[config.mk]
export PLATFORM = sky130hd
export DESIGN_NAME = lss_ctrl
export DESIGN_NICKNAME = d
export VERILOG_FILES = /design/src/hw/rtl/lss_pkg.sv /design/src/hw/rtl/lss_ctrl.sv
export SDC_FILE = /design/constraint.sdc
export NUM_CORES = 1
export LEC_CHECK = 0
export ABC_AREA = 1
export ABC_CLOCK_PERIOD_IN_PS = 3910
export BUFFER_PORTS_ARGS = -buffer_cell sky130_fd_sc_hd__clkbuf_2
export CELL_PAD_IN_SITES_DETAIL_PLACEMENT = 1
export CELL_PAD_IN_SITES_GLOBAL_PLACEMENT = 2
export CORE_MARGIN = 4
export CORE_UTILIZATION = 25
export CTS_BUF_LIST = sky130_fd_sc_hd__clkbuf_16
export CTS_CLUSTER_SIZE = 24
export DETAILED_ROUTE_END_ITERATION = 12
export GPL_ROUTABILITY_DRIVEN = 0
export PLACE_DENSITY_LB_ADDON = 0.1
export SKIP_LAST_GASP = 1
export SLEW_MARGIN = 40
export SYNTH_ARGS = -nofsm -noshare
export SYNTH_HDL_FRONTEND = slang
export SYNTH_SLANG_ARGS = --single-unit
export TNS_END_PERCENT = 20
[constraint.sdc]
create_clock -name clk -period 3.91 [get_ports clk]
set_input_delay 0.1955 -clock clk [delete_from_list [all_inputs] [get_ports clk]]
set_output_delay 0.1955 -clock clk [all_outputs]
set_load 0.01 [all_outputs]
[src/hw/rtl/lss_pkg.sv]
// ----------------------------------------------------------------------------
// lss_pkg
// Shared constants, codes and controller/datapath bundles for the LIFO stack.
// ----------------------------------------------------------------------------
package lss_pkg;

	localparam int DEPTH_DEFAULT = 128;

	localparam int ACT_W  = 3;
	localparam int DATA_W = 32;
	localparam int POS_W  = 7;
	localparam int STAT_W = 3;
	localparam int CNT_W  = 8;

	// request actions
	localparam logic [ACT_W-1:0] ACT_PUSH  = 3'd0;
	localparam logic [ACT_W-1:0] ACT_POP   = 3'd1;
	localparam logic [ACT_W-1:0] ACT_SWAP  = 3'd2;
	localparam logic [ACT_W-1:0] ACT_DUP   = 3'd3;
	localparam logic [ACT_W-1:0] ACT_CLEAR = 3'd4;
	localparam logic [ACT_W-1:0] ACT_PEEK  = 3'd5;

	// result status
	localparam logic [STAT_W-1:0] ST_OK    = 3'd0;
	localparam logic [STAT_W-1:0] ST_FULL  = 3'd1;
	localparam logic [STAT_W-1:0] ST_EMPTY = 3'd2;
	localparam logic [STAT_W-1:0] ST_FEW   = 3'd3;
	localparam logic [STAT_W-1:0] ST_INDEX = 3'd4;

	// memory write source / address
	localparam logic [1:0] WSEL_PUSH   = 2'd0; // mem[count]   <= push word
	localparam logic [1:0] WSEL_DUP    = 2'd1; // mem[count]   <= top
	localparam logic [1:0] WSEL_SWAP_A = 2'd2; // mem[count-1] <= second
	localparam logic [1:0] WSEL_SWAP_B = 2'd3; // mem[count-2] <= top

	// count update
	localparam logic [1:0] CNT_HOLD = 2'd0;
	localparam logic [1:0] CNT_INC  = 2'd1;
	localparam logic [1:0] CNT_DEC  = 2'd2;
	localparam logic [1:0] CNT_CLR  = 2'd3;

	typedef struct packed {
		logic              rd_en;
		logic              rd_peek;
		logic              wr_en;
		logic [1:0]        wr_sel;
		logic [1:0]        cnt_op;
		logic              res_load;
		logic [STAT_W-1:0] res_status;
		logic              res_read;
	} cmd_t;

	typedef struct packed {
		logic empty;
		logic full;
		logic few;
		logic idx_bad;
		logic slot_free;
	} stat_t;

endpackage

[src/hw/rtl/lss_ctrl.sv]
// ----------------------------------------------------------------------------
// lss_ctrl
// Request sequencer: decodes each word and steps the datapath through the
// memory reads and writes it needs.
// ----------------------------------------------------------------------------
module lss_ctrl (
	input  logic                       clk,
	input  logic                       arst_n,
	input  logic                       in_valid,
	output logic                       in_stall,
	input  logic [lss_pkg::ACT_W-1:0]  action,
	input  lss_pkg::stat_t             stat,
	output lss_pkg::cmd_t              cmd
);
	import lss_pkg::*;

	localparam logic [1:0] S_IDLE  = 2'd0;
	localparam logic [1:0] S_READ  = 2'd1;
	localparam logic [1:0] S_SWAP2 = 2'd2;
	localparam logic [1:0] S_DONE  = 2'd3;

	logic [1:0]       state_q, state_d;
	logic [ACT_W-1:0] op_q;
	logic             accept;

	assign in_stall = !((state_q == S_IDLE) && stat.slot_free);
	assign accept   = in_valid && !in_stall;

	always_comb begin
		state_d        = state_q;
		cmd            = '0;
		cmd.res_status = ST_OK;
		case (state_q)
			S_IDLE: begin
				if (accept) begin
					case (action)
						ACT_PUSH: begin
							cmd.res_load = 1'b1;
							if (stat.full) begin
								cmd.res_status = ST_FULL;
							end else begin
								cmd.wr_en  = 1'b1;
								cmd.wr_sel = WSEL_PUSH;
								cmd.cnt_op = CNT_INC;
							end
						end
						ACT_POP: begin
							if (stat.empty) begin
								cmd.res_load   = 1'b1;
								cmd.res_status = ST_EMPTY;
							end else begin
								cmd.rd_en = 1'b1;
								state_d   = S_READ;
							end
						end
						ACT_SWAP: begin
							if (stat.few) begin
								cmd.res_load   = 1'b1;
								cmd.res_status = ST_FEW;
							end else begin
								cmd.rd_en = 1'b1;
								state_d   = S_READ;
							end
						end
						ACT_DUP: begin
							if (stat.empty) begin
								cmd.res_load   = 1'b1;
								cmd.res_status = ST_EMPTY;
							end else if (stat.full) begin
								cmd.res_load   = 1'b1;
								cmd.res_status = ST_FULL;
							end else begin
								cmd.rd_en = 1'b1;
								state_d   = S_READ;
							end
						end
						ACT_CLEAR: begin
							cmd.res_load = 1'b1;
							cmd.cnt_op   = CNT_CLR;
						end
						ACT_PEEK: begin
							if (stat.empty) begin
								cmd.res_load   = 1'b1;
								cmd.res_status = ST_EMPTY;
							end else if (stat.idx_bad) begin
								cmd.res_load   = 1'b1;
								cmd.res_status = ST_INDEX;
							end else begin
								cmd.rd_en   = 1'b1;
								cmd.rd_peek = 1'b1;
								state_d     = S_READ;
							end
						end
						default: begin
							cmd.res_load = 1'b1;
						end
					endcase
				end
			end
			S_READ: begin
				// read data is registered and valid here
				case (op_q)
					ACT_DUP: begin
						cmd.wr_en  = 1'b1;
						cmd.wr_sel = WSEL_DUP;
						state_d    = S_DONE;
					end
					ACT_SWAP: begin
						cmd.wr_en  = 1'b1;
						cmd.wr_sel = WSEL_SWAP_A;
						state_d    = S_SWAP2;
					end
					default: begin
						state_d = S_DONE;
					end
				endcase
			end
			S_SWAP2: begin
				cmd.wr_en  = 1'b1;
				cmd.wr_sel = WSEL_SWAP_B;
				state_d    = S_DONE;
			end
			S_DONE: begin
				if (stat.slot_free) begin
					cmd.res_load = 1'b1;
					cmd.res_read = (op_q == ACT_POP) || (op_q == ACT_PEEK);
					if (op_q == ACT_POP) begin
						cmd.cnt_op = CNT_DEC;
					end else if (op_q == ACT_DUP) begin
						cmd.cnt_op = CNT_INC;
					end
					state_d = S_IDLE;
				end
			end
			default: begin
				state_d = S_IDLE;
			end
		endcase
	end

	always_ff @(posedge clk or negedge arst_n) begin
		if (!arst_n) begin
			state_q <= S_IDLE;
			op_q    <= ACT_PUSH;
		end else begin
			state_q <= state_d;
			if (accept) begin
				op_q <= action;
			end
		end
	end

endmodule

Word-level counts from Yosys, hierarchy flattened
Index checks and enable logic that the tools add are counted.
W data, S select, Z words.
{ "classes": {"eq_ne": 21, "mux": 42, "reduce_logical": 7} }
{ "op_table": {"columns": ["operator", "n"], "rows": [
  ["$mux W2", 12],
  ["$mux W4", 6],
  ["$ne A3 B3 Y1 const B", 6],
  ["$pmux W2 S4", 2],
  ["$pmux W3 S5", 1],
  ["$eq A3 B2 Y1 const B", 4],
  ["$pmux W3 S2", 2],
  ["$mux W11", 1],
  ["$mux W1", 10],
  ["$eq A3 B3 Y1 const B", 3],
  ["$mux W3", 3],
  ["$pmux W3 S3", 1],
  ["$reduce_and A9 Y1", 1],
  ["$pmux W1 S4", 2],
  ["$eq A3 B1 Y1 const B", 2],
  ["$mux W5", 1],
  ["$ne A5 B1 Y1 const B", 1],
  ["$eq A2 B2 Y1 const B", 2],
  ["$ne A2 B2 Y1 const B", 2],
  ["$pmux W2 S2", 1],
  ["$logic_not A3 Y1", 1],
  ["$eq A2 B1 Y1 const B", 1],
  ["$logic_and A1 B1 Y1", 2],
  ["$logic_not A2 Y1", 1],
  ["other kinds (2)", 2]
]} }
{ "word_totals": {"reg_bits": 5, "input_bits": 11, "out_inout_bits": 13, "elab_cells": 72} }

Depth between registers and ports, before layout
{ "depth": {"ltp_word": 5, "mapped_depth": 11, "depth_no_buf": 11} }

Worst setup path after synthesis
No wires, ideal clock.
{ "synth_timing": {"path_type": "reg2out", "start": "register state_q[1]", "end": "output port cmd[5] in the netlist's numbering", "t_arrival_ps": 1445, "setup_slack_ps": 2270, "stages_incl_launch_ff": 8, "path_buffers": 1, "path_cell_list": "dfrtp_1 > inv_1 > ha_1 > nand2_2 > nor2_4 > buf_6 > nand4_1 > a31oi_1"} }
{ "synth_rtl": {"columns": ["item", "line_no", "rtl"], "rows": [
  ["start: declaration", "lss_ctrl.sv:22", "logic [1:0] state_q, state_d;"],
  ["start signal: assignment", "lss_ctrl.sv:146", "state_q <= state_d;"],
  ["end: declaration", "lss_ctrl.sv:13", "output lss_pkg::cmd_t cmd"]
]} }

==> results.ini <==
[status]
outcome = finished clean

[global_route]
grt_pass1_wl_mm = 3.20
grtUsageTotal_pct = 12.7
antenna_found_initial = 0
first_global_vias = 730
grt_overflow = 0
grt_max_degree = 13

[logic_synthesis]
yosys.area.top_type = dfrtp_1
synth_edf_count = 0
netlist_instances = 98
ys_seq_elements = 5
seq_area_frac_synth_pct = 19.8
syn_nets = 114
synthFlopType = dfrtp_1
synth_top_area_share_pct = 19.8
synthTopCellsByArea = dfrtp_1, nand2_1, ha_1, nand3_1, inv_1
ys_warn_count = 0
async_flop_share_pct = 100
synth_cell_types = 23
synthesis.area_um2 = 632
avgSynthCellArea_um2 = 6.45

[drt]
drt-pass1-iter-count = 5
vias = 727
drt_wl_total_mm = 1.93
antenna_left = 0
wl_per_cell_um = 12.8
drt_iter0_drc = 11
via_per_inst = 4.81
drc = 0

[finish]
nNetsFinal = 140
drive_gt1_share_pct = 33.3
fin_util_pct = 36.6
diodes = 0
syn2layout_area_growth_pct = 33.1
multi_input_area_um2 = 410
fillers = 307
ff_latch_area_um2 = 125

[clocking]
cts_setup_buffers = 0
cts_num_sinks = 5
cts.path.max_buffers = 2
ctsHoldBuffers = 1
root_buffer = clkbuf_16
path_clk_slew_ps = 30
cts_resized = 0
clock_latency_ps = 230
cts_buffers = 3
htree_levels = 1
cts_tree = built

[floorplanning]
num_io_pins = 24
die_h_um = 58.3
fp.coreArea_mm2 = 0.00230
fp.dieW_um = 58.3
start_util_pct = 27.5
die-area_mm2 = 0.00340
rows = 17

[timing]
tightestPinTransition_ps = 302
hold_violations = 0
finalCritPeriodShare_pct = 53.2
rsz0062_at_grt = no
finClkSkew_ps = 1.25
tns_ps = 0
finalSetupViolCount = 0
fmax_mhz = 481
layout_min_cycle_time_ps = 2080
slew_headroom_pct = 79.7
drv_slew = 0

[critical_path]
regToRegSetupSlack_ps = 2160
critical-path-max-stage-delay_ps = 430
crit_arrival_ps = 1880
cp-end-kind = output pin
critPathMaxFanout = 12
cp_cell_sequence = inv_1, ha_1, nand2_2, nor2_4, nand4_1, a31oi_1, clkbuf_2
crit_type = flip-flop to output pin
crit_slowest_cell = dfrtp_1
cp.required_ps = 3710
cp-start-kind = flip-flop

[power]
vdd_drop_max_mv = 0.312
leakagePower_nw = 0.452
power.density_mw_per_mm2 = 636

[hold_path]
hold_class = primary input to async pin

[flow_run]
cap_violations = 0

[placement]
portBuffers = 23
post-dp-hpwl_mm = 1.63

cells in the final DEF (no fill, tap or decap):
master         netlist  routed
clkinv_1             1       1
dfrtp_1              5       5
inv_4                1       1
nand3b_1             1       1
nor2_1               6       6
nor2_2               2       2
nor3_1               4       4
nand4_1              4       4
nand4_2              1       1
nand2_1             20      20
inv_1               12      13
clkbuf_2             0      23
nor3_2               1       1
o22ai_1              1       1
inv_2                3       3
a21oi_1              3       3
dlygate4sd3_1        0       1
nand2_2              6       6
nor2_4               1       1
ha_1                 5       5
nand3_1             10      10
clkbuf_16            0       3
o21ai_0              6       6
a31oi_1              2       2
worst max-delay path: cells and delay by family, from the launching register on:
family | cells | cell delay [ps]
AOI/OAI and AO/OA | 1 | 200
buffers and inverters | 2 | 300
DFF | 1 | 430
and+or+nand+nor | 3 | 490
adders and majority gates | 1 | 240
metrics by stage:
step	instances	setup WS, ps	hold WS [ps]	total power, mW	instance area, um^2
2_1_floorplan	98	2270	-100	0.284	632
3_3_place_gp	146	2150	23.6	0.369	752
3_5_place_dp	146	2070	25.4	0.368	752
4_1_cts	151	1810	319	0.544	841
5_1_grt	151	1660	348	0.585	841
6_report	151	1830	316	0.535	841
path summary, 6_finish.rpt:
| kind | depth (start not counted) | endpoint | start |
|---|---|---|---|
| max | 7 | cmd[5] | state_q[1] |
| min | 2 | op_q[2] | arst_n |
| max reg2reg | 11 | state_q[1] | state_q[1] |
| min reg2reg | 2 | state_q[1] | state_q[1] |
| max in group asynchronous | 2 | state_q[1] | arst_n |
| min in group clk | 3 | op_q[1] | action[1] |
routing by layer:
layer / GRT usage, % / part of all wire (%) / vias up
met3: 6.01 / 7.0 / 4
met1: 17.2 / 50 / 334
met2: 16.6 / 41 / 21
met5: 0 / 0 / -
li1: - / - / 368
met4: 5.96 / 1.7 / 0
kinds of logic after synthesis:
group	after synthesis	synth area share, %
adders and majority gates	5	9.90
AOI/OAI and AO/OA	12	10.1
buffers and inverters	20	15.2
DFF	5	19.8
and+or+nand+nor	56	45.0
report_power, final:
| part | total, mW | switching [mW] | leakage, nW | internal (mW) |
|---|---|---|---|---|
| logic | 0.260 | 0.164 | 0.349 | 0.0955 |
| registers | 0.106 | 0.0266 | 0.0608 | 0.0792 |
| clock network | 0.169 | 0.0365 | 0.0423 | 0.133 |
cell usage after synthesis (all sizes together), types with 2 or more instances:
| library cell | number |
|---|---|
| ha | 5 |
| nand4 | 5 |
| dfrtp | 5 |
| nand2 | 26 |
| nor3 | 5 |
| o21ai | 6 |
| a21oi | 3 |
| buf | 3 |
| nand3 | 10 |
| inv | 16 |
| a31oi | 2 |
| nor2 | 9 |
final cells by class:
type,count,share of cell area (%)
clock inverter,1,0.446
multi-input combinational,73,48.8
clock buffer,3,8.93
inverter,17,7.89
tap,28,4.17
timing repair buffer,24,14.9
sequential,5,14.9
flip-flops by register name, indices dropped and copies added (netlist names):
register	cells
op_q	3
state_q	2
(Power assumes the default switching activity.)
